[src/design/ccx_mul.sv]
// Pipelined unsigned multiplier that takes one digit of b per stage.
module ccx_mul #(
	parameter int AW = 8,
	parameter int BW = 8,
	parameter int DW = 16
) (
	input  logic             clk,
	input  logic             en,
	input  logic [AW-1:0]    a,
	input  logic [BW-1:0]    b,
	output logic [AW+BW-1:0] p
);

	localparam int ND = (BW + DW - 1) / DW;
	localparam int BP = ND * DW;
	localparam int PRW = AW + BW;
	localparam int XW = AW + BP;

	logic [AW-1:0]  a_s [ND];
	logic [BP-1:0]  b_s [ND];
	logic [PRW-1:0] acc_s [ND];
	logic [BP-1:0]  b_pad;

	assign b_pad = BP'(b);

	for (genvar k = 0; k < ND; k++) begin : g_st
		logic [AW-1:0]    a_in;
		logic [BP-1:0]    b_in;
		logic [PRW-1:0]   acc_in;
		logic [AW+DW-1:0] pp;
		logic [XW-1:0]    term;

		if (k == 0) begin : g_first
			assign a_in = a;
			assign b_in = b_pad;
			assign acc_in = '0;
		end else begin : g_next
			assign a_in = a_s[k-1];
			assign b_in = b_s[k-1];
			assign acc_in = acc_s[k-1];
		end

		assign pp = {{DW{1'b0}}, a_in} * {{AW{1'b0}}, b_in[k*DW +: DW]};
		assign term = XW'(pp) << (k * DW);

		always_ff @(posedge clk) begin
			if (en) begin
				a_s[k] <= a_in;
				b_s[k] <= b_in;
				acc_s[k] <= acc_in + term[PRW-1:0];
			end
		end
	end

	assign p = acc_s[ND-1];

endmodule

[config.mk]
export PLATFORM = sky130hd
export DESIGN_NAME = ccx_mul
export DESIGN_NICKNAME = d
export VERILOG_FILES = /design/src/design/ccx_mul.sv
export SDC_FILE = /design/constraint.sdc
export NUM_CORES = 1
export LEC_CHECK = 0
export BUFFER_PORTS_ARGS = -buffer_cell sky130_fd_sc_hd__buf_4
export CORE_MARGIN = 3
export CORE_UTILIZATION = 55
export CTS_BUF_LIST = sky130_fd_sc_hd__clkbuf_8
export DETAILED_ROUTE_END_ITERATION = 12
export HOLD_SLACK_MARGIN = 0.05
export PLACE_DENSITY = 0.74
export RECOVER_POWER = 50
export SYNTH_ARGS = -nofsm -noshare
export SYNTH_HDL_FRONTEND = slang
export SYNTH_SLANG_ARGS = --single-unit
[constraint.sdc]
create_clock -name clk -period 4.6 [get_ports clk]
set_clock_uncertainty 0.15 [all_clocks]
set_input_delay 0.23 -clock clk [delete_from_list [all_inputs] [get_ports clk]]
set_output_delay 0.23 -clock clk [all_outputs]
set_load 0.1 [all_outputs]
# Word level (Yosys, flattened, before mapping)
# Memories as Yosys holds them, arrays and structs flattened.
# Index checks and enable logic that the tools add are counted.
# op_classes
add_sub_neg	0
mul	1
div	0
n_lt_le_gt_ge	0
eq_ne	0
shift	0
mux	2
n_bitwise	0
n_reduce_logical	0
# op_table
operator	n
multiplier 8 x 8 -> 16 bit	1
2-to-1 mux 1 bit	2
# word_totals
register_bits	0
latchBits	0
ram_bits	16
rom_bits	0
input_bits	18
out_inout_bits	16
elab_cells	4
n_memories	1
# memory_table
name	words	width	read_ports	rd_ports_with_merged_regs	wr	line	rtl
acc_s	1	16	1	0	1	21	logic [PRW-1:0] acc_s [ND];

# Depth between registers and ports, before layout
# depth
word_depth	2
ltp_mapped	15
depth_no_buf	15

# Worst setup path before layout
# Ideal clock, no wire load.
# synth_path
path_type	input -> register
start	input port b[4]
end	memory acc_s[0][11] (netlist name), data pin
setup_time_ps	259
t_arrival_ps	3675
t_required_ps	4191
path_slack_ps	516
stages	15
path_buffers	0
cell_sequence	and2_1 > fa_1 > inv_1 > fa_1 > inv_1 > fa_1 > inv_1 > fa_1 > inv_1 > ha_1 > and2_4 > a221oi_2 > nand2_1 > a31oi_1 > xnor2_1
# synth_between
elab_chain_cells	1
# synth_rtl
element	line	rtl
start: declaration	10	input logic [BW-1:0] b,
multiplier 8 x 8 -> 16 bit	43	assign pp = {{DW{1'b0}}, a_in} * {{AW{1'b0}}, b_in[k*DW +: DW]};
net g_st[0].pp[11]	30	logic [AW+DW-1:0] pp;
end: declaration	21	
# The timed path passes the listed nets, and every way through them passes these cells.

# Final worst setup path
# layout_path
start	input port a[0]
end	memory acc_s[0][11] (netlist name), data pin
# layout_between
elab_chain_cells	1
# layout_rtl
element	line	rtl
start: declaration	9	input logic [AW-1:0] a,
multiplier 8 x 8 -> 16 bit	43	
net g_st[0].pp[11]	30	
# The timed path passes the listed nets, and every way through them passes these cells.

==> results.toml <==
[cts]
clk_pin_slew_ps = 60
cts_max_level = 1
cts_sinks = 16
cts_tree = "done"
cts_root_buf = "clkbuf_8"
cts_hold_buf = 0
cts_resized = 0
post_cts_buffers = 0
cts-buffers-inserted = 3
cts_buffer_depth = 2

[final_layout]
antenna_cells_inserted = 0
syn_to_final_growth_pct = 12.7
regMostFlops = "acc_s"
fin_nets = 387
design_area_um2 = 2920
layout_commonest_cell = "inv_1"
drive_gt1_frac = 0.111
top_regs = "acc_s: 16 flops"
largest_reg_flops = 16
layout_common_cells = "inv_1, and2_1, fa_1, ha_1, buf_4"
fill_cells = 384

[critical_path]
crit_buf_inv = 4
crit_path_end_kind = "register"
cp.required_ps = 4450
worstSetupPathType = "in2reg"
arrival_ps = 4010
slowest_delay_ps = 540
cp_cell_sequence = "clkbuf_1 -> nand2_1 -> fa_1 -> fa_1 -> inv_1 -> fa_1 -> inv_1 -> fa_1 -> inv_1 -> ha_1 -> and2_4 -> a221oi_2 -> nand2_1 -> a31oi_1 -> xnor2_1"
cp_top_family = "adder cells"
path_max_fanout = 8
crit_path_start_kind = "input pin"
worst_path_max_delay_cell = "fa_1"
cpMostUsedCell = "fa_1"

[sta]
hold_viol = 0
rsz0062_at_grt = "false"
holdWs_ps = 172
worst_slew_pin_slew_ps = 1170
relSlewSlack = 0.221
max_freq_ghz = 0.240
period_minus_slack_ps = 4160
final.setup.tns_ps = 0
setup_viol = 0
maxSlewViolCount = 0
setup_ws_ps = 441
period_share = 0.904

[outcome]
status = "complete, no violations"

[power_and_ir_drop]
p_leak_nw = 1.48
powerDensity_nw_per_um2 = 527
power.switching_mw = 0.839
clkPwrFrac = 0.068
switching_share = 0.546
peakVddDrop_mv = 0.453
p_seq_frac = 0.173
power_frac_comb = 0.759
internal_power_mw = 0.697

[routing]
dr_total_vias = 1840
ant_nets = 0
drt_iter0_drc = 53
drtPass1Iterations = 4
vias_per_cell = 5.29
wl_mm = 4.68
drc_errors = 0
wire_per_inst_um = 13.4

[grt]
grt_pass1_vias = 1791
grt_overflow = 0
grt_max_degree = 17
grt_pass1_wl_mm = 8.00
grt_usage = 0.186
antenna_found_initial = 0

[synth]
syn_area_um2 = 2590
synth_top_area_cell = "fa_1"
yosysWarnings = 0
ys_seq_elements = 16
netlist_instances = 259
avgSynthCellArea_um2 = 9.99
synth_area_leaders = "fa_1, edfxtp_1, ha_1"
synth_top_cell_area_share = 0.279
synth_nets = 349
synth.distinct_cells = 29
seq_area_frac_synth = 0.186

[floorplan]
start_util = 0.582
coreArea_um2 = 4440
num_io_pins = 34
row_count = 24
die_h_um = 74.6
die_w_um = 74.6
dieArea_um2 = 5560

[placed_design]
postPlaceCellArea_um2 = 2900
dp_hpwl_mm = 3.98
pre_cts_ws_ps = 208
io_buffers = 33
gp_congestion = 0.817

[hold_path]
min-delay-start = "b[0]"
min_to = "acc_s[0][0]"
whs_path_depth = 2
hold_class = "in2reg"

[flow_run]
drv_cap = 0
-- routing by layer --
| metal | up-vias | GRT usage | routed length [um] |
|---|---|---|---|
| li1 | 902 | - | - |
| met4 | 0 | 0.0296 | 32 |
| met5 | - | 0 | 0 |
| met1 | 907 | 0.238 | 1960 |
| met2 | 27 | 0.331 | 2560 |
| met3 | 4 | 0.0365 | 128 |
-- power by group through the flow --
stage                     registers [mW]  logic [mW]  clock network (mW)
after floorplan                    0.650       0.586                   0
after global placement             0.268        1.18                   0
after detailed placement           0.269        1.19                   0
after CTS                          0.267        1.20               0.110
after global routing               0.272        1.29               0.115
final                              0.266        1.17               0.105
-- stage by stage --
stage	util	power, mW	cells
after floorplan	-	1.24	259
after global placement	0.653	1.45	344
after detailed placement	0.653	1.46	344
after CTS	0.663	1.57	348
after global routing	0.656	1.68	348
final	0.656	1.54	348
-- layout make-up --
type / instances / area, um2 / area share
clock buffer: 3 / 41.3 / 0.0142
sequential: 16 / 480 / 0.165
clock inverter: 1 / 3.75 / 0.00129
multi-input combinational: 194 / 1920 / 0.660
tap: 52 / 65.1 / 0.0223
inverter: 49 / 184 / 0.0631
timing repair buffer: 33 / 218 / 0.0747
-- synthesized netlist by cell type --
master / number
edfxtp_1: 16
a211oi_2: 1
and3_1: 3
xnor2_1: 7
nor3b_2: 1
o211ai_1: 2
nor4_1: 1
nor2_1: 6
o21ai_0: 1
a21o_2: 1
nor3_1: 2
a221oi_2: 1
xor2_1: 4
nor2b_1: 2
inv_1: 49
a31oi_1: 1
or4_1: 1
a21oi_1: 5
o21ai_1: 2
o21a_1: 4
fa_1: 36
nand2_1: 23
and2_1: 47
ha_1: 36
nand3_1: 1
a211o_1: 3
o311ai_0: 1
and2_4: 1
o22a_1: 1
-- worst max-delay path by stage --
stage                     from           end  depth (start not counted)
after detailed placement  b[4]  acc_s[0][11]                         16
after CTS                 b[4]  acc_s[0][11]                         16
after floorplan           b[4]  acc_s[0][11]                         15
final                     a[0]  acc_s[0][11]                         15
after global routing      a[0]  acc_s[0][15]                         15
after global placement    b[4]  acc_s[0][11]                         16
-- logic make-up (layout without fill, tap and decap cells) --
group / count (synthesis) / count (layout) / share of synthesized area
buffers and inverters: 49 / 86 / 0.0711
flip-flops: 16 / 16 / 0.186
adder cells (fa/ha/maj): 72 / 72 / 0.453
XOR/XNOR: 11 / 11 / 0.0372
AND/OR/NAND/NOR: 88 / 88 / 0.187
AO/OA/AOI/OAI: 23 / 23 / 0.0662
No activity file was read; power rests on OpenSTA's default activity.
