### config.mk
export PLATFORM = sky130hd
export DESIGN_NAME = ccx_div
export DESIGN_NICKNAME = d
export VERILOG_FILES = /design/src/design/ccx_div.sv
export SDC_FILE = /design/constraint.sdc
export NUM_CORES = 1
export LEC_CHECK = 0
export ABC_AREA = 1
export ABC_CLOCK_PERIOD_IN_PS = 2670
export BUFFER_PORTS_ARGS = -buffer_cell sky130_fd_sc_hd__buf_2
export CAP_MARGIN = 0
export CORE_UTILIZATION = 40
export CTS_BUF_LIST = sky130_fd_sc_hd__clkbuf_16
export CTS_CLUSTER_SIZE = 24
export DETAILED_ROUTE_END_ITERATION = 10
export GPL_TIMING_DRIVEN = 0
export PLACE_DENSITY_LB_ADDON = 0.12
export SETUP_SLACK_MARGIN = 0.02
export SLEW_MARGIN = 15
export SYNTH_ARGS = -nofsm -noshare
export SYNTH_HDL_FRONTEND = slang
export SYNTH_SLANG_ARGS = --single-unit
### constraint.sdc
create_clock -name clk -period 2.67 [get_ports clk]
set_input_delay 0.534 -clock clk [delete_from_list [all_inputs] [get_ports clk]]
set_output_delay 0.534 -clock clk [all_outputs]
set_load 0.01 [all_outputs]
### src/design/ccx_div.sv
// Pipelined restoring divider, one quotient bit per stage, rounded half away from zero.
module ccx_div #(
	parameter int NW = 8,
	parameter int DVW = 8
) (
	input  logic           clk,
	input  logic           en,
	input  logic [NW-1:0]  num,
	input  logic [DVW-1:0] den,
	output logic [NW:0]    quo
);

	logic [DVW-1:0] rem_s [NW];
	logic [NW-1:0]  nq_s [NW];
	logic [DVW-1:0] den_s [NW];
	logic [NW:0]    quo_q;

	for (genvar k = 0; k < NW; k++) begin : g_st
		logic [DVW-1:0] rem_in;
		logic [NW-1:0]  nq_in;
		logic [DVW-1:0] den_in;
		logic [DVW:0]   rem2;
		logic           ge;

		if (k == 0) begin : g_first
			assign rem_in = '0;
			assign nq_in = num;
			assign den_in = den;
		end else begin : g_next
			assign rem_in = rem_s[k-1];
			assign nq_in = nq_s[k-1];
			assign den_in = den_s[k-1];
		end

		assign rem2 = {rem_in, nq_in[NW-1]};
		assign ge = rem2 >= {1'b0, den_in};

		always_ff @(posedge clk) begin
			if (en) begin
				rem_s[k] <= ge ? DVW'(rem2 - {1'b0, den_in}) : DVW'(rem2);
				nq_s[k] <= {nq_in[NW-2:0], ge};
				den_s[k] <= den_in;
			end
		end
	end

	// Round up when twice the remainder reaches the divisor.
	always_ff @(posedge clk) begin
		if (en) begin
			quo_q <= {1'b0, nq_s[NW-1]}
				+ (NW+1)'({rem_s[NW-1], 1'b0} >= {1'b0, den_s[NW-1]});
		end
	end

	assign quo = quo_q;

endmodule

== Yosys cells after proc, flatten, opt, wreduce, memory -nomap -nowiden ==
Memories as Yosys holds them, arrays and structs flattened.
Index checks and enable logic that the tools add are counted.
Storage, ports and cells
  bits in registers: 9
  bits in writable memories: 192
  input bits: 18
  output and inout bits: 9
  word-level logic and storage cells: 32
  memories: 3
Cells by class
  add/subtract/negate cells: 9
  order comparisons: 9
  mux-type cells: 10
Memory list
  den_s: words 8, bits a word 8, read ports 8, clocked after Yosys merged registers in 0, write ports 8, line 15  | logic [DVW-1:0] den_s [NW];
  nq_s: words 8, bits a word 8, read ports 8, clocked after Yosys merged registers in 0, write ports 8, line 14  | logic [NW-1:0] nq_s [NW];
  rem_s: words 8, bits a word 8, read ports 8, clocked after Yosys merged registers in 0, write ports 8, line 13  | logic [DVW-1:0] rem_s [NW];
Operator list (count)
  $ge 9x8->1: 8
  $mux 8: 8
  $sub 8x8->8: 7
  $add 8x1->9: 1
  $ge 1x8->1: 1
  $sub 1x8->8: 1
  $mux 1: 2

== Logic depth before layout (Yosys ltp) ==
Gate-level depths: netlist (run 1).
An unclocked memory read counts as a cell.
  depth after elaboration: 3
  depth in mapped cells: 12
  depth with buffers taken out: 12

== Worst setup path before layout (run 1) ==
Ideal clock, no wire load.
  path kind: reg-to-reg
  start point: memory rem_s[7][5] (netlist: rem_s[1][29])
  end point: register quo_q[6] (netlist: quo[6]), data pin
  setup time: 271 ps
  data arrival time: 1809 ps
  data required time: 2399 ps
  path slack: 590 ps
  cell stages (with the launch flop): 11
  path buffers: 0
  clock period less this slack: 2080 ps
  cells stage by stage: edfxtp_1 ha_1 nand2_1 nor2_1 nand2_1 o211ai_1 ha_1 ha_1 nand3_1 nor3b_1 xor2_1
RTL lines
  start, declared: line 13
  end signal, assigned: line 50  | quo_q <= {1'b0, nq_s[NW-1]}
  end, declared: line 16  | logic [NW:0] quo_q;

==> out/qor.yml, run 1 <==
rows: 59
p_per_area_mw_per_mm2: 928.0
die_h_um: 164.3
vias: 6731
cp-startpoint: "rem_s[1][29]"
netlist.area_leader.share_pct: 57.28
place_area_mm2: 0.01115
avgSynthCellArea_um2: 10.15
antenna_found_initial: 0
fin_crit_ns: 2.405
cts_resized: 0
place_inst: 1401
cts_buffer_depth: 3
irDropWorstVdd_v: 0.0004825
place_ws_ns: 0.05878
port_buffers: 26
end_kind: "flip-flop"
die_w_um: 164.3
synthCells: 1038
synth_top_cells_by_count: "nand2_1 (281), edfxtp_1 (201), inv_1 (178)"
cp.required_ns: 2.95
ctsHoldBuffers: 0
yosys.area.top_type: "edfxtp_1"
wirelength_mm: 18.98
synth_edf_count: 201
post_cts_buffers: 0
fillers: 2484
reg2reg_from: "rem_s[1][29]"
cp.arrival_ns: 2.68
final_cell_count_no_fill: 1444
diodes: 0
syn_nets: 1130
synth_cell_type_count: 28
grt_max_degree: 95
detail-route-antenna-nets: 0
coreArea_mm2: 0.02598
finalWorstSetupSlack_ns: 0.2650
seq_area_frac_synth_pct: 57.28
r2r_end: "quo[6]"
yosysMostFrequentCell: "nand2_1"
drtIter0Drc: 412
postLayoutCellArea_mm2: 0.01200
status: "finished clean"
io_pins: 27
worstSetupStartpointType: "flip-flop"
fmax_mhz: 415.8
critPathCapture: "quo[6]"
yosys_warnings: 0
rrSetupSlack_ns: 0.27
yosys_register_bits: 201
track_usage_pct: 14.85
synthArstFlopShare_pct: 0
nNetsFinal: 1184
slew_violations: 0
cts.sinks: 201
worstSetupPathType: "reg -> reg"
wl_per_cell_um: 13.14
relSlewSlack_pct: 65.67
hpwlAfterDp_mm: 13.86
worst_pin_slew_ns: 0.5149
cts.clk_slew.worst_paths_ns: 0.06
drive_gt1_share_pct: 10.73
synth_ff_type: "edfxtp_1"
place_congestion: 0.8534
cts_buffers: 24
synth_area_leaders: "edfxtp_1 (57%), nand2_1 (10%), ha_1 (8.0%), inv_1 (6.3%), nand3_1 (5.0%)"
synthesis.area_mm2: 0.01054
setup_viol: 0
drv_cap: 0
fin_crit_sh_pct: 90.07
hold_viol_final: 0
drc: 0
fin_skew_ns: 0.03375
clkLatencyLatePin_ns: 0.54
cts_root_buffer: "clkbuf_16"
first_pass_iters: 5
initial_core_util_pct: 40.55
holdCritPathClass: "in -> reg"
holdWs_ns: 0.1693
rsz0062_at_grt: "no"
die_area_mm2: 0.02700
grt_pass1_vias: 6540
grt_first_pass_wirelength_mm: 31.75
grt-ovfl-total: 0
cp_max_fo: 2
cts_tree: "yes"
leakage_nw: 5.518
drt-vias-per-instance: 4.661
ff2ff_path_depth: 10
htreeDepth: 1
area_growth_pct: 13.83
per-layer routing:
layer | vias up | share of wire [%] | GRT usage (%)
met5 | - | 0 | 0
met4 | 0 | 2.2 | 4.882
met3 | 26 | 3.4 | 2.222
met2 | 88 | 50 | 26.35
met1 | 3089 | 44 | 18.38
li1 | 3528 | - | -
area by class of cell:
class | instances | area, um2 | share of cell area, %
tap | 335 | 419.2 | 3.494
inverter | 178 | 668.1 | 5.570
buffer | 6 | 67.56 | 0.5633
clock buffer | 24 | 600.6 | 5.007
multi-input combinational | 653 | 3776 | 31.48
sequential | 201 | 6036 | 50.32
clock inverter | 19 | 232.7 | 1.940
timing repair buffer | 28 | 195.2 | 1.627
worst max-delay path, cell delays in order, from the launching register on:
cell and delay, ns:
edfxtp_1 0.36, ha_1 0.30, nand2_1 0.06, nor2_1 0.18
nand2_1 0.07, o211ai_1 0.29, ha_1 0.25, ha_1 0.18
nand3_1 0.14, nor3b_2 0.23, xor2_1 0.09
worst min-delay path by stage:
| stage | start | endpoint | slack, ns | depth (start not counted) |
|---|---|---|---|---|
| 6_report | num[6] | nq_s[0][7] | 0.17 | 1 |
| 5_1_grt | num[5] | nq_s[0][6] | 0.15 | 1 |
| 4_1_cts | num[6] | nq_s[0][7] | 0.14 | 1 |
| 3_5_place_dp | nq_s[0][16] | nq_s[0][25] | 0.40 | 0 |
| 3_3_place_gp | nq_s[0][10] | nq_s[0][19] | 0.40 | 0 |
| 2_1_floorplan | nq_s[0][1] | nq_s[0][10] | 0.40 | 0 |
report_power, final:
part,leakage (nW),internal (W),switching [W]
clock,0.406,0.00205,0.00133
sequential,1.97,0.00420,0.000252
combinational,3.14,0.00129,0.00202
cells in the final DEF, fill, tap and decap left out, types with 2 or more instances in the layout:
cell | netlist | layout
nand2_4 | 6 | 6
clkinv_4 | 0 | 2
nor2_1 | 48 | 48
o21ai_0 | 2 | 2
xnor2_1 | 13 | 13
a21oi_1 | 25 | 25
nor3_1 | 11 | 10
inv_6 | 0 | 2
nand3_1 | 105 | 105
or2_1 | 4 | 4
edfxtp_1 | 201 | 201
nand2_8 | 3 | 3
nand2_2 | 26 | 26
clkinv_2 | 0 | 2
nand4_1 | 11 | 11
nand2_1 | 281 | 281
or2_0 | 4 | 4
buf_6 | 6 | 6
clkinvlp_4 | 0 | 2
and2_1 | 2 | 2
clkinv_1 | 0 | 4
xor2_1 | 17 | 17
buf_2 | 0 | 25
buf_16 | 0 | 2
nand3b_1 | 7 | 7
and2_4 | 2 | 2
ha_1 | 67 | 67
bufinv_16 | 0 | 4
fa_1 | 7 | 7
inv_1 | 178 | 180
nor2_2 | 7 | 7
clkbuf_16 | 0 | 24
through the flow:
step                      total power [W]  utilization [%]  setup TNS [ns]
after detailed placement         0.007846            42.92               0
after CTS                         0.01130            46.12               0
after floorplan                  0.007020                -               0
after global routing              0.01196            46.16               0
after global placement           0.007808            42.67         -342.16
final                             0.01113            46.16               0
cell families after synthesis:
| family | synth area share, % |
|---|---|
| AOI/OAI and AO/OA | 1.425 |
| DFF | 57.28 |
| adders and majority gates | 9.285 |
| and+or+nand+nor | 22.54 |
| xor gates and xnor gates | 2.493 |
| buffers and inverters | 6.982 |
registers in the layout (all words and copies together), names as in the netlist:
name,flops
rem_s,64
quo,9
nq_s,64
den_s,64
Note: power is estimated with default switching activity, not from simulation.
==> run 2: changes to the inputs <==
--- a/config.mk
+++ b/config.mk
@@ -10,7 +10,6 @@
 export BUFFER_PORTS_ARGS = -buffer_cell sky130_fd_sc_hd__buf_2
 export CAP_MARGIN = 0
 export CORE_UTILIZATION = 40
-export CTS_BUF_LIST = sky130_fd_sc_hd__clkbuf_16
 export CTS_CLUSTER_SIZE = 24
 export DETAILED_ROUTE_END_ITERATION = 10
 export GPL_TIMING_DRIVEN = 0
==> run 2 against run 1 <==
Effect of this change:
- clock power is essentially flat
- clock skew is essentially flat
- combinational power is essentially flat
- fmax is the same
- power is essentially flat
- non-clock buffer count is the same
- cell area is the same
- first-iteration DRC count shrank 0.24%
- final cell count is the same
- count of clock-buffer cells in the layout grew 2
- worst hold slack is essentially flat
- critical path type unchanged
- highest routed layer unchanged
==> out/qor.yml, run 2 (synthesis results as in run 1) <==
p_per_area_mw_per_mm2: 928.6
grt_first_pass_wirelength_mm: 31.75
postLayoutCellArea_mm2: 0.01200
detail-route-antenna-nets: 0
worst-path-buf-inv: 0
drt-vias-per-instance: 4.663
grt_max_degree: 95
wirelength_mm: 18.98
cts.sinks: 201
slew_violations: 0
fin_skew_ns: 0.03384
path_cells: "ha_1 -> nand2_1 -> nor2_1 -> nand2_1 -> o211ai_1 -> ha_1 -> ha_1 -> nand3_1 -> nor3b_2 -> xor2_1"
crit_top_cell: "ha_1"
place_inst: 1401
rsz0062_at_grt: "no"
die_h_um: 164.3
irDropWorstVdd_v: 0.0004824
worst_pin_slew_ns: 0.5149
status: "finished clean"
cts_tree: "yes"
fin_crit_ns: 2.405
cpLargestDelayFamily: "adder cells"
cts_buffers: 24
cp.arrival_ns: 2.68
grt_pass1_vias: 6540
worstSetupStartpointType: "flip-flop"
worstSetupPathType: "reg -> reg"
die_area_mm2: 0.02700
end_kind: "flip-flop"
grt-ovfl-total: 0
relSlewSlack_pct: 65.67
cts.clk_slew.worst_paths_ns: 0.06
die_w_um: 164.3
nNetsFinal: 1184
finalWorstSetupSlack_ns: 0.2650
seq_area_mm2: 0.006036
fmax_mhz: 415.8
cp_slowest_cell: "edfxtp_1"
largestRegisters: "den_s (64), nq_s (64), rem_s (64)"
drv_cap: 0
most-common-layout-cells: "nand2_1 (281), edfxtp_1 (201), inv_1 (178)"
coreArea_mm2: 0.02598
place_area_mm2: 0.01115
area_growth_pct: 13.83
hpwlAfterDp_mm: 13.86
diodes: 0
drtIter0Drc: 411
cp_max_fo: 2
io_pins: 27
cp.required_ns: 2.95
utilization_pct: 46.16
fin_crit_sh_pct: 90.07
port_buffers: 26
power_w: 0.01114
multi_input_area_mm2: 0.003776
leakage_nw: 5.510
cts_buffer_depth: 3
clkLatencyLatePin_ns: 0.54
layout_commonest_cell: "nand2_1"
initial_core_util_pct: 40.55
htreeDepth: 1
track_usage_pct: 14.85
setup_viol: 0
hold_viol_final: 0
place_ws_ns: 0.05878
place_congestion: 0.8534
fillers: 2484
cts_root_buffer: "clkbuf_16"
first_pass_iters: 5
drc: 0
antenna_found_initial: 0
final_cell_count_no_fill: 1444
drive_gt1_share_pct: 10.73
holdCritPathClass: "in -> reg"
post_cts_buffers: 0
rows: 59
critPathMaxStageDelay_ns: 0.36
vias: 6733
wl_per_cell_um: 13.14
rrSetupSlack_ns: 0.27
run 2: path summary, 6_finish.rpt:
kind                startpoint           to  cells past startpoint
setup / recovery  rem_s[1][29]       quo[6]                     10
hold / removal          num[6]   nq_s[0][7]                      1
setup reg to reg  rem_s[1][29]       quo[6]                     10
hold reg to reg     nq_s[1][1]  nq_s[1][10]                      0
run 2: layout make-up:
cell class                      instances  share of cell area (%)
Timing Repair Buffer                   28                   1.627
Inverter                              178                   5.570
Sequential cell                       201                   50.32
Multi-Input combinational cell        653                   31.48
Buffer                                  6                  0.5633
Clock inverter                         17                   1.878
Clock buffer                           26                   5.069
Tap cell                              335                   3.494
run 2: per-stage QoR:
| step | hold slack, ns | setup TNS [ns] |
|---|---|---|
| after global placement | 0.4005 | -342.16 |
| after floorplan | 0.4003 | 0 |
| after detailed placement | 0.4045 | 0 |
| after global routing | 0.1470 | 0 |
| after CTS | 0.1355 | 0 |
| final | 0.1692 | 0 |
run 2: what timing repair did:
item / in CTS / in global routing
hold buffers: 0 / 0
resized for setup: 0 / 2
endpoints found under the setup margin: 0 / 3
run 2: where the power goes:
part	internal, W	total [W]	leakage, nW	switching [W]
logic	0.00129	0.00330	3.14	0.00202
clock network	0.00206	0.00339	0.398	0.00133
registers	0.00420	0.00445	1.97	0.000253
total	0.00754	0.0111	5.51	0.00360
run 2: layer usage:
layer | track usage [%] | vias up | wire, um | part of all wire (%)
met5 | 0 | - | 0 | 0
met4 | 4.882 | 0 | 419 | 2.2
met3 | 2.222 | 26 | 626 | 3.3
met2 | 26.35 | 86 | 9478 | 50
met1 | 18.38 | 3093 | 8451 | 45
li1 | - | 3528 | - | -
==> run 3: changes to the inputs <==
--- a/config.mk
+++ b/config.mk
@@ -10,6 +10,7 @@
 export BUFFER_PORTS_ARGS = -buffer_cell sky130_fd_sc_hd__buf_2
 export CAP_MARGIN = 0
 export CORE_UTILIZATION = 40
+export CTS_BUF_LIST = sky130_fd_sc_hd__clkbuf_8
 export CTS_CLUSTER_SIZE = 24
 export DETAILED_ROUTE_END_ITERATION = 10
 export GPL_TIMING_DRIVEN = 0
==> run 3 against run 2 <==
Effect of this change:
- final cell count rose by 1.2%
- count of clock-buffer cells in the layout rose by 12
- setup slack improved by 0.014 ns
- cell area fell by 1.7%
- critical path type unchanged
- critical endpoint unchanged
==> out/qor.yml, run 3 (synthesis results as in run 1) <==
hold_path_depth: 1
relSlewSlack_pct: 67.24
cp.required_ns: 2.95
drc: 0
cts_buffers: 38
layout_commonest_cell: "nand2_1"
initial_core_util_pct: 40.55
worstSetupStartpointType: "flip-flop"
fin_skew_ns: 0.02871
grt_util_met1_pct: 18.03
coreArea_mm2: 0.02598
crit_top_cell: "ha_1"
cpLargestDelayFamily: "adder cells"
leakage_nw: 5.476
nNetsFinal: 1198
min_from: "num[6]"
critPathMaxStageDelay_ns: 0.36
first_pass_iters: 5
grt_util_met3_pct: 3.131
rows: 59
die_h_um: 164.3
htreeDepth: 2
end_kind: "flip-flop"
power_frac_seq_pct: 43.1
cts.sinks: 201
cp.arrival_ns: 2.67
cts_buffer_depth: 3
irDropWorstVdd_v: 0.0004170
rsz0062_at_grt: "no"
grt_pass1_vias: 6631
worst_pin_slew_ns: 0.4913
wl_per_cell_um: 13.06
clkLatencyLatePin_ns: 0.55
die_w_um: 164.3
reg2reg_from: "rem_s[1][29]"
drt-vias-per-instance: 4.686
r2r_end: "quo[6]"
io_pins: 27
cp_slowest_cell: "edfxtp_1"
area_growth_pct: 11.93
status: "finished clean"
worstSetupPathType: "reg -> reg"
path_cells: "ha_1 -> nand2_1 -> nor2_1 -> nand2_1 -> o211ai_1 -> ha_1 -> ha_1 -> nand3_1 -> nor3b_2 -> xor2_1"
cp_max_fo: 2
place_congestion: 0.8534
p_comb_share_pct: 31.9
p_per_area_mw_per_mm2: 875.8
drtIter0Drc: 423
antenna_found_initial: 0
setup_viol: 0
rrSetupSlack_ns: 0.28
drive_gt1_share_pct: 11.19
fin_crit_ns: 2.391
power_w: 0.01033
power_frac_clock_pct: 25.0
detail-route-antenna-nets: 0
min_to: "nq_s[0][7]"
drv_cap: 0
cts.clk_slew.worst_paths_ns: 0.05
fmax_mhz: 418.2
swShare_pct: 34.12
ff2ff_path_depth: 10
cell_internal_pwr_w: 0.006806
hpwlAfterDp_mm: 13.86
top_usage_layer: "met2"
grt_first_pass_wirelength_mm: 31.88
fillers: 2522
track_usage_pct: 15.03
p_sw_w: 0.003524
worst-path-buf-inv: 0
most-common-layout-cells: "nand2_1 (281), edfxtp_1 (201), inv_1 (189)"
diodes: 0
cts_root_buffer: "clkbuf_8"
port_buffers: 26
ctsHoldBuffers: 0
cts_tree: "yes"
met2_usage_pct: 26.56
grt_max_degree: 95
vias: 6846
grt-ovfl-total: 0
largestRegisters: "den_s (64), nq_s (64), rem_s (64)"
wirelength_mm: 19.08
die_area_mm2: 0.02700
hold_viol_final: 0
utilization_pct: 45.39
holdCritPathClass: "in -> reg"
fin_crit_sh_pct: 89.55
slew_violations: 0
holdWs_ns: 0.1625
## run 3: through the flow
| stage | std cells | worst slack [ns] | setup TNS (ns) | cell area, um2 |
|---|---|---|---|---|
| final | 1461 | 0.2791 | 0 | 11800 |
| after global routing | 1461 | 0.05872 | 0 | 11800 |
| after CTS | 1461 | 0.04714 | 0 | 11790 |
| after detailed placement | 1401 | 0.05878 | 0 | 11150 |
| after global placement | 1399 | -1.730 | -342.16 | 11090 |
| after floorplan | 1038 | 0.5898 | 0 | 10540 |
## run 3: how the worst max path moves through the flow
stage / startpoint / to / slack [ns] / cells past startpoint
floorplan: rem_s[1][29] / quo[6] / 0.59 / 10
global placement: en / quo[8] / -1.73 / 1
detailed placement: rem_s[1][29] / quo[6] / 0.06 / 10
CTS: rem_s[1][29] / quo[6] / 0.05 / 10
global route: rem_s[1][29] / quo[6] / 0.06 / 10
finish: rem_s[1][29] / quo[6] / 0.28 / 10
## run 3: cell type report
cell class | count | area, um2 | area share (%)
flip-flops and latches | 201 | 6036 | 51.17
clock buffers | 38 | 523.0 | 4.434
plain buffers | 6 | 67.56 | 0.5728
well taps | 335 | 419.2 | 3.554
multi-input cells | 653 | 3776 | 32.01
clock inverters | 22 | 110.1 | 0.9335
repair buffers | 28 | 195.2 | 1.655
inverters | 178 | 668.1 | 5.665
## run 3: timing repair
action                     in CTS  in global routing
buffers inserted                0                  0
resized for setup               0                  2
setup endpoints to repair       0                  3
## run 3: power groups by stage
stage	Clock (W)	Sequential, W	Combinational (W)
finish	0.00258	0.00445	0.00330
global route	0.00283	0.00451	0.00383
global placement	0	0.00453	0.00328
detailed placement	0	0.00452	0.00333
CTS	0.00271	0.00446	0.00334
floorplan	0	0.00444	0.00258
## run 3: layer usage
layer,part of all wire [%],wire length [um]
met5,0,0
met4,2.2,425
met3,3.6,682
met2,50,9512
met1,44,8460
