**src/design/ccx_sqrt.sv**
```systemverilog
// Pipelined integer square root, one result bit per stage.
module ccx_sqrt #(
	parameter int XW = 8
) (
	input  logic            clk,
	input  logic            en,
	input  logic [XW-1:0]   x,
	output logic [XW/2-1:0] root
);

	localparam int NS = XW / 2;
	localparam int RMW = NS + 2;

	logic [RMW-1:0] rem_s [NS];
	logic [NS-1:0]  root_s [NS];
	logic [XW-1:0]  x_s [NS];

	for (genvar k = 0; k < NS; k++) begin : g_st
		logic [RMW-1:0] rem_in;
		logic [NS-1:0]  root_in;
		logic [XW-1:0]  x_in;
		logic [RMW+1:0] rem2;
		logic [RMW+1:0] trial;
		logic           ge;

		if (k == 0) begin : g_first
			assign rem_in = '0;
			assign root_in = '0;
			assign x_in = x;
		end else begin : g_next
			assign rem_in = rem_s[k-1];
			assign root_in = root_s[k-1];
			assign x_in = x_s[k-1];
		end

		assign rem2 = {rem_in, x_in[XW-1:XW-2]};
		assign trial = (RMW+2)'({root_in, 2'b01});
		assign ge = rem2 >= trial;

		always_ff @(posedge clk) begin
			if (en) begin
				rem_s[k] <= ge ? RMW'(rem2 - trial) : RMW'(rem2);
				root_s[k] <= {root_in[NS-2:0], ge};
				x_s[k] <= {x_in[XW-3:0], 2'b00};
			end
		end
	end

	assign root = root_s[NS-1];

endmodule

```
**config.mk**
```make
export PLATFORM = sky130hd
export DESIGN_NAME = ccx_sqrt
export DESIGN_NICKNAME = d
export VERILOG_FILES = /design/src/design/ccx_sqrt.sv
export SDC_FILE = /design/constraint.sdc
export NUM_CORES = 1
export LEC_CHECK = 0
export BUFFER_PORTS_ARGS = -buffer_cell sky130_fd_sc_hd__buf_2
export CAP_MARGIN = 15
export CORE_AREA = 2 2 58 60
export DETAILED_ROUTE_END_ITERATION = 16
export DIE_AREA = 0 0 60 62
export PLACE_DENSITY = 0.68
export SLEW_MARGIN = 20
export SYNTH_ARGS = -nofsm -noshare
export SYNTH_HDL_FRONTEND = slang
export SYNTH_SLANG_ARGS = --single-unit
```
**constraint.sdc**
```tcl
create_clock -name clk -period 2.9 [get_ports clk]
set_input_delay 0.58 -clock clk [delete_from_list [all_inputs] [get_ports clk]]
set_output_delay 0.58 -clock clk [all_outputs]
set_load 0.01 [all_outputs]
```
## Yosys cells after proc, flatten, opt, wreduce, memory -nomap -nowiden

Memories as Yosys holds them, arrays and structs flattened.
Cells that the tools add are included.

| storage, ports and cells | value |
|---|---|
| flip-flop bits (word level) | 0 |
| latch bits | 0 |
| bits in writable memories | 64 |
| ROM bits | 0 |
| bits of input ports | 10 |
| output and inout port bits | 4 |
| logic and storage cells | 17 |
| memories kept | 3 |

Memory list:

| name | words | bits a word | rd ports | clocked after Yosys merged registers in | write ports | line | source |
|---|---|---|---|---|---|---|---|
| rem_s | 4 | 6 | 3 | 0 | 4 | 14 | `logic [RMW-1:0] rem_s [NS];` |
| x_s | 4 | 6 | 3 | 0 | 4 | 16 | `logic [XW-1:0] x_s [NS];` |
| root_s | 4 | 4 | 4 | 0 | 4 | 15 | `logic [NS-1:0] root_s [NS];` |

| operators by class | value |
|---|---|
| add/subtract/negate cells | 4 |
| multiply operators | 0 |
| divide/modulo/power cells | 0 |
| magnitude comparators | 4 |
| equality and inequality tests | 0 |
| shift operators | 0 |
| multiplexer cells | 6 |
| bitwise gates (word level) | 0 |
| reductions and logical operators | 0 |

Operators with widths:

| kind | count |
|---|---|
| $ge 8x6->1 | 3 |
| $mux 6 | 4 |
| $sub 6x6->6 | 3 |
| $sub 2x1->3 const B | 1 |
| $ge 2x1->1 const B | 1 |
| $mux 1 | 2 |

## Longest topological paths before layout

Gate-level depths: netlist of run 1.
An unclocked memory read counts as a cell.

| logic depth | value |
|---|---|
| depth after elaboration | 3 |
| gate-level depth with buffers | 8 |
| gate-level depth less buffers | 8 |

## Least setup slack after synthesis of run 1

Ideal clock, no wire load.

| path | value |
|---|---|
| path type | register to register |
| start point | memory rem_s[1][2] in the netlist's numbering |
| end point | memory rem_s[2][2] in the netlist's numbering, data pin |
| setup time | 260 ps |
| arrival | 1,657 ps |
| slack | 983 ps |
| stages on the path, launching flop included | 6 |
| path buffers | 1 |
| path through | edfxtp_1 -> or4_1 -> a31oi_1 -> nor2b_2 -> buf_6 -> mux2_4 |

RTL lines:

| what | line |
|---|---|
| start, declared | 14 |

==> results.py, run 1 <==
metrics = {
    "min_path": {
        "hp-class": "in -> reg",
    },
    "grt": {
        "overflow": 0,
        "grt_max_degree": 38,
        "grt_use_total": 0.1406,
        "grt_antenna_before_repair": 0,
        "grt_pass1_wl_um": 3588,
        "grt_pass1_vias": 870,
    },
    "clocking": {
        "cts_tree": "done",
        "post_cts_buffers": 0,
        "clkLatencyLatePin_ns": 0.34,
        "cts_hold_buf": 0,
        "root_buffer": "clkbuf_4",
        "cts.sinks": 37,
        "clk_pin_slew_ns": 0.11,
        "ctsLongestPathBuffers": 2,
        "cts_resized": 0,
        "cts_made_buffers": 5,
        "htreeDepth": 2,
    },
    "floorplan": {
        "num_io_pins": 14,
        "die_width_um": 60,
        "coreArea_um2": 3179,
        "initial_core_util": 0.5073,
        "fp-row-count": 21,
        "die_h_um": 62,
        "dieArea_um2": 3720,
    },
    "route": {
        "firstDrtPassIters": 4,
        "via_count": 858,
        "finalWirelength_um": 2072,
        "wl_per_cell_um": 11.91,
        "drtIter0Drc": 24,
        "via_per_inst": 4.931,
        "drc": 0,
        "ant_nets": 0,
    },
    "timing": {
        "final_max_slew_viol_count": 0,
        "hold_slack_ns": 0.4071,
        "fin_skew_ns": 0.004917,
        "fin_ws_ns": 0.7924,
        "slew_headroom": 0.4807,
        "hold_viol": 0,
        "rsz0062_at_grt": "false",
        "fmaxAchievable_mhz": 474.5,
        "tightest_slew_ns": 0.7790,
        "min_period_ns": 2.108,
        "final.setup.tns_ns": 0,
        "finalSetupViolations": 0,
        "fin_crit_sh": 0.7268,
    },
    "critical_path": {
        "cp.required_ns": 3.00,
        "cp.arrival_ns": 2.21,
        "cp_slowest_stage_delay_ns": 0.53,
        "crit_family": "simple AND/OR/NAND/NOR gates",
        "critical_path_class": "reg -> reg",
        "cp_max_fo": 6,
        "end_kind": "register",
        "critPathBufInv": 0,
        "crit_path_top_delay_cell": "or4_1",
        "path_cells": "or4_1 > a31oi_1 > nor2b_2 > mux2_4",
        "start_kind": "register",
    },
    "cells_and_area": {
        "final_nets": 148,
        "layout-drive-gt1-share": 0.2188,
        "antennaDiodeCount": 0,
        "syn2layout_area_growth_pct": 10.55,
    },
    "yosys": {
        "syn-num-nets": 129,
        "yosysUniqueCellTypes": 29,
        "yosysSeqAreaShare": 0.6889,
        "synth_edf_count": 37,
        "synth_flop_cell": "edfxtp_1",
        "synth_area_leaders": "edfxtp_1 (69%), ha_1 (8.5%), inv_1 (3.0%)",
        "netlist_instances": 108,
        "synth_area_um2": 1613,
        "synth.ff_latch_count": 37,
        "yosysTopAreaCell": "edfxtp_1",
        "synthArstFlopShare": 0,
        "synth_area_per_cell_um2": 14.93,
        "ys_warn_count": 0,
        "synth_top_area_share": 0.6889,
    },
    "placed_design": {
        "dpl.hpwl_um": 1442,
        "routabilityCongestion": 0.8570,
        "pre_cts_ws_ns": 0.8216,
        "port_buffers": 13,
    },
    "power": {
        "power.density_nw_per_um2": 604.0,
        "leakagePower_uw": 0.0006913,
        "ir_drop_mv": 0.3498,
    },
    "status": {
        "outcome": "finished, final reports clean",
    },
    "flow_run": {
        "drv_cap": 0,
    },
}
[path summary, 6_finish.rpt]
path / slack, ns / cells past startpoint / startpoint / end
max: 0.79 / 4 / rem_s[1][2] / rem_s[2][3]
min: 0.41 / 1 / x[3] / x_s[0][3]
max reg2reg: 0.79 / 4 / rem_s[1][2] / rem_s[2][3]
min reg2reg: 0.43 / 0 / x_s[0][1] / x_s[1][3]
[per-layer routing]
metal | routed length (µm) | vias up | track usage
li1 | - | 432 | -
met1 | 851 | 401 | 0.1456
met2 | 1094 | 21 | 0.2376
met3 | 104 | 4 | 0.06832
met4 | 23 | 0 | 0.07302
met5 | 0 | - | 0
[synthesized netlist by cell type, drive strengths merged, types with 2 or more instances]
master / n
mux2: 2
nor2: 6
a21oi: 5
o21ai: 6
or4: 2
nor3: 3
inv: 13
o31ai: 2
xnor2: 4
edfxtp: 37
nor2b: 3
ha: 11
[state kept, by name (all words and copies together), names as in the netlist]
signal and cells:
root_s 10, x_s 12, rem_s 15
[cell type report]
| type | count | area (µm²) |
|---|---|---|
| flip-flops and latches | 37 | 1111 |
| multi-input cells | 57 | 441.7 |
| clock buffers | 5 | 37.54 |
| clock inverters | 3 | 21.27 |
| fillers | 256 | 1396 |
| repair buffers | 13 | 65.06 |
| inverters | 13 | 48.80 |
| well taps | 46 | 57.56 |
[cell families (layout without fill, tap and decap cells)]
group / after synthesis / count (layout) / share of synthesized area
DFF: 37 / 37 / 0.6889
and+or+nand+nor: 20 / 20 / 0.06905
buffers and inverters: 14 / 34 / 0.03724
xor gates and xnor gates: 5 / 5 / 0.02715
AOI/OAI and AO/OA: 17 / 17 / 0.06517
other: 1 / 1 / 0.002325
adders and majority gates: 11 / 11 / 0.08534
muxes: 3 / 3 / 0.02483
[power by group]
group / switching (µW) / total (µW) / internal (µW)
combinational: 70.8 / 136 / 65.0
clock: 173 / 268 / 95.8
sequential: 21.1 / 673 / 652
total: 264 / 1080 / 812
[per-stage QoR]
stage	utilization	cell area (µm²)	total power [µW]	cells
global placement	0.5423	1724	811.4	166
global route	0.5608	1783	1145	174
floorplan	-	1613	777.4	108
CTS	0.5608	1783	1096	174
detailed placement	0.5423	1724	821.4	166
finish	0.5608	1783	1077	174
[cell usage in the layout, fill, tap and decap left out, types with 2 or more instances in the layout]
| cell type | n |
|---|---|
| ha_1 | 11 |
| buf_2 | 13 |
| edfxtp_1 | 37 |
| mux2_4 | 2 |
| inv_1 | 13 |
| clkbuf_4 | 5 |
| nor2b_1 | 2 |
| a21oi_1 | 5 |
| xnor2_1 | 4 |
| o21ai_0 | 6 |
| nor2_1 | 6 |
| nor3_1 | 3 |
(Power assumes the default switching activity.)
==> run 2, diff against run 1 <==
--- a/config.mk
+++ b/config.mk
@@ -5,11 +5,12 @@
 export SDC_FILE = /design/constraint.sdc
 export NUM_CORES = 1
 export LEC_CHECK = 0
+export ABC_AREA = 1
 export BUFFER_PORTS_ARGS = -buffer_cell sky130_fd_sc_hd__buf_2
 export CAP_MARGIN = 15
-export CORE_AREA = 2 2 58 60
+export CORE_AREA = 2 2 59 61
 export DETAILED_ROUTE_END_ITERATION = 16
-export DIE_AREA = 0 0 60 62
+export DIE_AREA = 0 0 61 63
 export PLACE_DENSITY = 0.68
 export SLEW_MARGIN = 20
 export SYNTH_ARGS = -nofsm -noshare
==> constraint.sdc (replaced) <==
create_clock -name clk -period 2 [get_ports clk]
set_input_delay 0.4 -clock clk [delete_from_list [all_inputs] [get_ports clk]]
set_output_delay 0.4 -clock clk [all_outputs]
set_load 0.01 [all_outputs]
==> run 2 against run 1 <==
Effect of this change: sequential share of layout area down 2.3 points; register-to-register slack worse by 0.63 ns; highest routed layer unchanged; synthesized cell count up 26%; clock skew up 0.0073 ns; critical path depth up 3; routed wire length up 19%; fmax up 15%; worst hold slack worse by 0.18 ns.
==> results.py, run 2 <==
metrics = {
    "clocking": {
        "cts_tree": "done",
        "clkLatencyLatePin_ns": 0.35,
        "post_cts_buffers": 0,
        "clk_pin_slew_ns": 0.11,
        "cts_made_buffers": 5,
        "htreeDepth": 2,
        "cts_hold_buf": 0,
        "cts.sinks": 37,
        "ctsLongestPathBuffers": 2,
        "cts_resized": 0,
        "root_buffer": "clkbuf_4",
    },
    "critical_path": {
        "critical_path_class": "reg -> reg",
        "path_cells": "ha_1 > a211oi_1 > ha_1 > nand2_4 > nand2_2 > or2_1 > nand2_1",
        "cp_common_cell": "ha_1",
        "critPathBufInv": 0,
        "cp.required_ns": 2.11,
        "r2r_end": "rem_s[1][5]",
        "worstRegToRegCells": 7,
        "cp_max_fo": 9,
        "start_kind": "register",
        "cp_slowest_stage_delay_ns": 0.41,
        "end_kind": "register",
        "crit_family": "adder cells",
        "cp.arrival_ns": 1.94,
        "reg2reg_slack_ns": 0.17,
        "crit_path_top_delay_cell": "edfxtp_1",
        "r2r_start": "rem_s[0][0]",
    },
    "cells_and_area": {
        "reg_top3": "rem_s (15), x_s (12), root_s (10)",
        "final_cell_mix": "edfxtp_1 (37), nand2_1 (21), inv_1 (20)",
        "largest_reg_flops": 15,
        "antennaDiodeCount": 0,
        "final_util": 0.5726,
        "fillers": 269,
        "final_common_cell": "edfxtp_1",
        "syn2layout_area_growth_pct": 10.62,
        "regMostFlops": "rem_s",
        "final_nets": 177,
        "layout-drive-gt1-share": 0.1783,
    },
    "min_path": {
        "holdPathEnd": "x_s[0][5]",
        "hp-class": "in -> reg",
        "min_from": "x[5]",
        "min_path_cells": 1,
    },
    "status": {
        "outcome": "finished, final reports clean",
    },
    "flow_run": {
        "drv_cap": 0,
    },
    "yosys": {
        "ys_top_cells_by_count": "edfxtp_1 (37), nand2_1 (21), inv_1 (20)",
        "synth_area_um2": 1673,
        "synth_area_per_cell_um2": 12.30,
        "synthArstFlopShare": 0,
        "synth_flop_cell": "edfxtp_1",
        "syn-num-nets": 157,
        "synth.ff_latch_count": 37,
        "synth_top_area_share": 0.6642,
        "synth_most_common_cell": "edfxtp_1",
        "synth_area_leaders": "edfxtp_1 (66%), ha_1 (8.2%), nand2_1 (4.7%)",
        "ys_warn_count": 0,
        "yosysSeqAreaShare": 0.6642,
        "yosysTopAreaCell": "edfxtp_1",
        "netlist_instances": 136,
        "yosysUniqueCellTypes": 23,
        "synth_edf_count": 37,
    },
    "timing": {
        "final_max_slew_viol_count": 0,
        "hold_viol": 0,
        "fmaxAchievable_mhz": 545.0,
        "fin_crit_sh": 0.9174,
        "min_period_ns": 1.835,
        "fin_skew_ns": 0.01223,
        "final.setup.tns_ns": 0,
        "finalSetupViolations": 0,
        "rsz0062_at_grt": "false",
    },
    "grt": {
        "grt_antenna_before_repair": 0,
        "grtUsageMet3": 0.06832,
        "grt_pass1_vias": 907,
        "grt_use_total": 0.1466,
        "busiest_layer": "met2",
        "use_met1": 0.1480,
        "overflow": 0,
        "grt_pass1_wl_um": 3946,
        "grt_max_degree": 38,
        "gr-usage-met2": 0.2567,
    },
    "route": {
        "wl_per_cell_um": 12.12,
        "via_count": 966,
        "finalWirelength_um": 2460,
        "firstDrtPassIters": 4,
        "ant_nets": 0,
        "via_per_inst": 4.759,
        "drtIter0Drc": 28,
        "drc": 0,
    },
    "power": {
        "power.density_nw_per_um2": 856.3,
        "leakagePower_uw": 0.0007955,
        "totalPowerFinal_uw": 1585,
        "ir_drop_mv": 0.5142,
    },
    "placed_design": {
        "routabilityCongestion": 0.8286,
        "port_buffers": 13,
        "dpl.hpwl_um": 1671,
    },
    "floorplan": {
        "coreArea_um2": 3232,
        "fp-row-count": 21,
        "die_h_um": 63,
        "dieArea_um2": 3843,
        "die_width_um": 61,
        "initial_core_util": 0.5176,
        "num_io_pins": 14,
    },
}
-- run 2: changes by cell type after synthesis, moves of 2 or more --
| cell | delta |
|---|---|
| nand3_1 | +3 |
| nor3_1 | -3 |
| inv_1 | +7 |
| nand4_1 | +2 |
| nand2_1 | +20 |
| nor2_1 | +8 |
| xor2_1 | +4 |
| nand2_4 | +2 |
| xnor2_1 | -4 |
| o21ai_0 | -4 |
| nor2b_1 | -2 |
| a21oi_1 | +2 |
| mux2_4 | -2 |
-- run 2: final cells by class --
type,count,area (µm²),share of cell area
Tap cell,46,57.56,0.03110
Timing Repair Buffer,14,72.57,0.03922
Clock buffer,5,37.54,0.02028
Clock inverter,3,17.52,0.009466
Multi-Input combinational cell,78,479.2,0.2590
Inverter,20,75.07,0.04057
Sequential cell,37,1111,0.6004
-- run 2: logic make-up after synthesis --
group                    synth area share
AO/OA/AOI/OAI                     0.03889
XOR/XNOR                          0.02618
adder cells (fa/ha/maj)           0.08227
buffers and inverters             0.04936
flip-flops                         0.6642
other                            0.002242
AND/OR/NAND/NOR                    0.1369
-- run 2: routing by layer --
layer,part of all wire,wire length (µm)
met5,0,0
met4,0.0085,21
met3,0.042,104
met2,0.55,1358
met1,0.40,977
-- run 2: worst max path at each step --
stage | start | endpoint | slack (ns) | cells past startpoint
2_1_floorplan | rem_s[0][0] | rem_s[1][3] | 0.27 | 7
3_5_place_dp | rem_s[0][0] | rem_s[1][5] | 0.17 | 7
5_1_grt | x_s[0][4] | rem_s[1][5] | 0.03 | 9
3_3_place_gp | rem_s[0][0] | rem_s[1][5] | 0.24 | 7
6_report | rem_s[0][0] | rem_s[1][5] | 0.17 | 7
4_1_cts | rem_s[0][0] | rem_s[1][5] | 0.15 | 7
-- run 2: where the power goes --
group / leakage (µW) / switching, µW / internal, µW
registers: 0.000355 / 34.5 / 945
logic: 0.000410 / 135 / 88.4
clock network: 0.0000310 / 249 / 133
total: 0.000796 / 418 / 1170
-- run 2: metrics by stage --
stage                     cells  worst slack (ns)  hold slack, ns  area (µm²)
after detailed placement    195            0.1672          0.4045        1795
after CTS                   203            0.1535          0.2114        1851
after global placement      195            0.2381          0.4005        1795
final                       203            0.1653          0.2278        1851
after global routing        203           0.02526          0.2009        1851
after floorplan             136            0.2685          0.4003        1673
==> run 3, diff against run 2 <==
--- a/config.mk
+++ b/config.mk
@@ -12,6 +12,7 @@
 export DETAILED_ROUTE_END_ITERATION = 16
 export DIE_AREA = 0 0 61 63
 export PLACE_DENSITY = 0.68
+export REMOVE_ABC_BUFFERS = 1
 export SLEW_MARGIN = 20
 export SYNTH_ARGS = -nofsm -noshare
 export SYNTH_HDL_FRONTEND = slang
==> run 3 against run 2 <==
Effect of this change: cell count stayed put; power is 1.5% lower; design area is 0.74% higher; clock power is 7.6% lower; sequential power hardly changed; via count is 2.3% higher; combinational power is 3% higher; first-iteration DRC count is 43% higher; non-clock buffer count is 1 higher; register-to-register slack hardly changed; core utilization is 0.43 points higher; critical endpoint is now rem_s[1][3]; largest power group unchanged.
==> results.py, run 3 (same netlist as run 2, synthesis figures left out) <==
metrics = {
    "critical_path": {
        "reg2reg_slack_ns": 0.18,
        "path_cells": "inv_1 > ha_1 > inv_1 > a211oi_1 > ha_1 > nand2_4 > nand2_2 > or2_1 > nand2_1",
        "cp_slowest_stage_delay_ns": 0.44,
        "setup.worst_path.start": "x_s[0][4]",
        "r2r_end": "rem_s[1][3]",
        "critical_path_class": "reg -> reg",
        "cp.required_ns": 2.10,
        "end_kind": "register",
        "cp-endpoint": "rem_s[1][3]",
        "worstRegToRegCells": 9,
        "start_kind": "register",
        "r2r_start": "x_s[0][4]",
        "cp.arrival_ns": 1.92,
        "crit_path_top_delay_cell": "edfxtp_1",
        "cp_max_fo": 9,
    },
    "clocking": {
        "cts_tree": "done",
        "root_buffer": "clkbuf_4",
        "ctsLongestPathBuffers": 2,
        "cts.sinks": 37,
        "cts_made_buffers": 5,
        "clk_pin_slew_ns": 0.10,
        "htreeDepth": 2,
        "clkLatencyLatePin_ns": 0.34,
    },
    "power": {
        "power.density_nw_per_um2": 837.4,
        "leakagePower_uw": 0.0007941,
        "ir_drop_mv": 0.4337,
    },
    "flow_run": {
        "drv_cap": 0,
    },
    "timing": {
        "fin_ws_ns": 0.1792,
        "min_period_ns": 1.821,
        "fin_crit_sh": 0.9104,
        "fin_skew_ns": 0.01006,
        "final_max_slew_viol_count": 0,
        "fmaxAchievable_mhz": 549.2,
        "hold_viol": 0,
        "rsz0062_at_grt": "false",
        "final.setup.tns_ns": 0,
        "finalSetupViolations": 0,
    },
    "route": {
        "wl_per_cell_um": 11.94,
        "finalWirelength_um": 2423,
        "drc": 0,
        "drtIter0Drc": 40,
        "via_per_inst": 4.867,
        "ant_nets": 0,
        "firstDrtPassIters": 4,
        "via_count": 988,
    },
    "floorplan": {
        "num_io_pins": 14,
        "die_h_um": 63,
        "initial_core_util": 0.5176,
        "dieArea_um2": 3843,
        "coreArea_um2": 3232,
        "fp-row-count": 21,
        "die_width_um": 61,
    },
    "grt": {
        "gr-usage-met2": 0.2513,
        "grt_use_total": 0.1485,
        "overflow": 0,
        "grt_pass1_wl_um": 3988,
        "busiest_layer": "met2",
        "grtUsageMet3": 0.07246,
        "use_met1": 0.1346,
        "grt_antenna_before_repair": 0,
        "grt_pass1_vias": 996,
        "grt_max_degree": 24,
    },
    "cells_and_area": {
        "final_cell_mix": "edfxtp_1 (37), nand2_1 (21), inv_1 (20)",
        "final_nets": 178,
        "reg_top3": "rem_s (15), x_s (12), root_s (10)",
        "regMostFlops": "rem_s",
        "syn2layout_area_growth_pct": 11.44,
        "largest_reg_flops": 15,
        "fin_cells": 203,
        "antennaDiodeCount": 0,
        "final_common_cell": "edfxtp_1",
        "fillers": 268,
        "area.sequential_um2": 1111,
        "layout-drive-gt1-share": 0.1783,
        "multi_input_area_um2": 491.7,
        "fin_area_um2": 1864,
    },
    "placed_design": {
        "dp.cells": 196,
        "place_area_um2": 1803,
        "routabilityCongestion": 0.8192,
        "port_buffers": 13,
        "pre_cts_ws_ns": 0.1091,
        "dpl.hpwl_um": 1777,
    },
    "min_path": {
        "min_from": "x[0]",
        "hp-class": "in -> reg",
    },
    "status": {
        "outcome": "finished, final reports clean",
    },
}
==> run 3: cell types whose count changed in the layout (fill, tap and decap cells not counted) <==
cell and delta:
ha_4 +1, buf_4 +1, ha_1 -1, clkinv_1 +1, clkinv_2 -2
==> run 3: final cells by class <==
cell class,count,share of cell area
Clock buffer,5,0.02013
Clock inverter,2,0.006040
Inverter,20,0.04027
Multi-Input combinational cell,78,0.2638
Sequential cell,37,0.5960
Tap cell,46,0.03087
Timing Repair Buffer,15,0.04295
==> run 3: per-layer routing <==
metal	share of wire	vias to the layer above
met1	0.35	458
met2	0.59	24
li1	-	500
met5	0	-
met3	0.044	6
met4	0.014	0
==> run 3: where the power goes <==
| part | switching [µW] | internal, µW | total (µW) | leakage, µW |
|---|---|---|---|---|
| Clock | 226 | 126 | 352 | 0.0000247 |
| Combinational | 137 | 93.5 | 230 | 0.000414 |
| Sequential | 33.7 | 945 | 979 | 0.000355 |
| Total | 396 | 1160 | 1560 | 0.000794 |
==> run 3: what timing repair did <==
| action | in CTS | in global routing |
|---|---|---|
| hold buffers | 0 | 0 |
| endpoints found under the setup margin | 0 | 2 |
| endpoints found under the hold margin | 0 | 0 |
| resized for setup | 0 | 1 |
| setup buffers | 0 | 0 |
==> run 3: worst min-delay path by stage <==
| stage | to | slack [ns] | cells after the start |
|---|---|---|---|
| final | x_s[0][0] | 0.23 | 1 |
| after global routing | x_s[0][2] | 0.20 | 1 |
| after CTS | x_s[0][0] | 0.21 | 1 |
| after detailed placement | x_s[1][2] | 0.41 | 0 |
| after global placement | x_s[1][4] | 0.40 | 0 |
| after floorplan | x_s[1][2] | 0.40 | 0 |
==> run 3: per-stage QoR <==
step | power [µW] | util | hold WS [ns]
floorplan | 1144 | - | 0.4003
global placement | 1202 | 0.5579 | 0.4001
detailed placement | 1221 | 0.5579 | 0.4054
CTS | 1577 | 0.5730 | 0.2055
global route | 1655 | 0.5768 | 0.1964
finish | 1561 | 0.5768 | 0.2301
==> run 3: worst max-delay path, delay by kind of cell, from the launching register on <==
| family | cells | cell delay, ns |
|---|---|---|
| buffers and inverters | 2 | 0.16 |
| and+or+nand+nor | 4 | 0.34 |
| adders and majority gates | 2 | 0.43 |
| AOI/OAI and AO/OA | 1 | 0.22 |
| DFF | 1 | 0.44 |
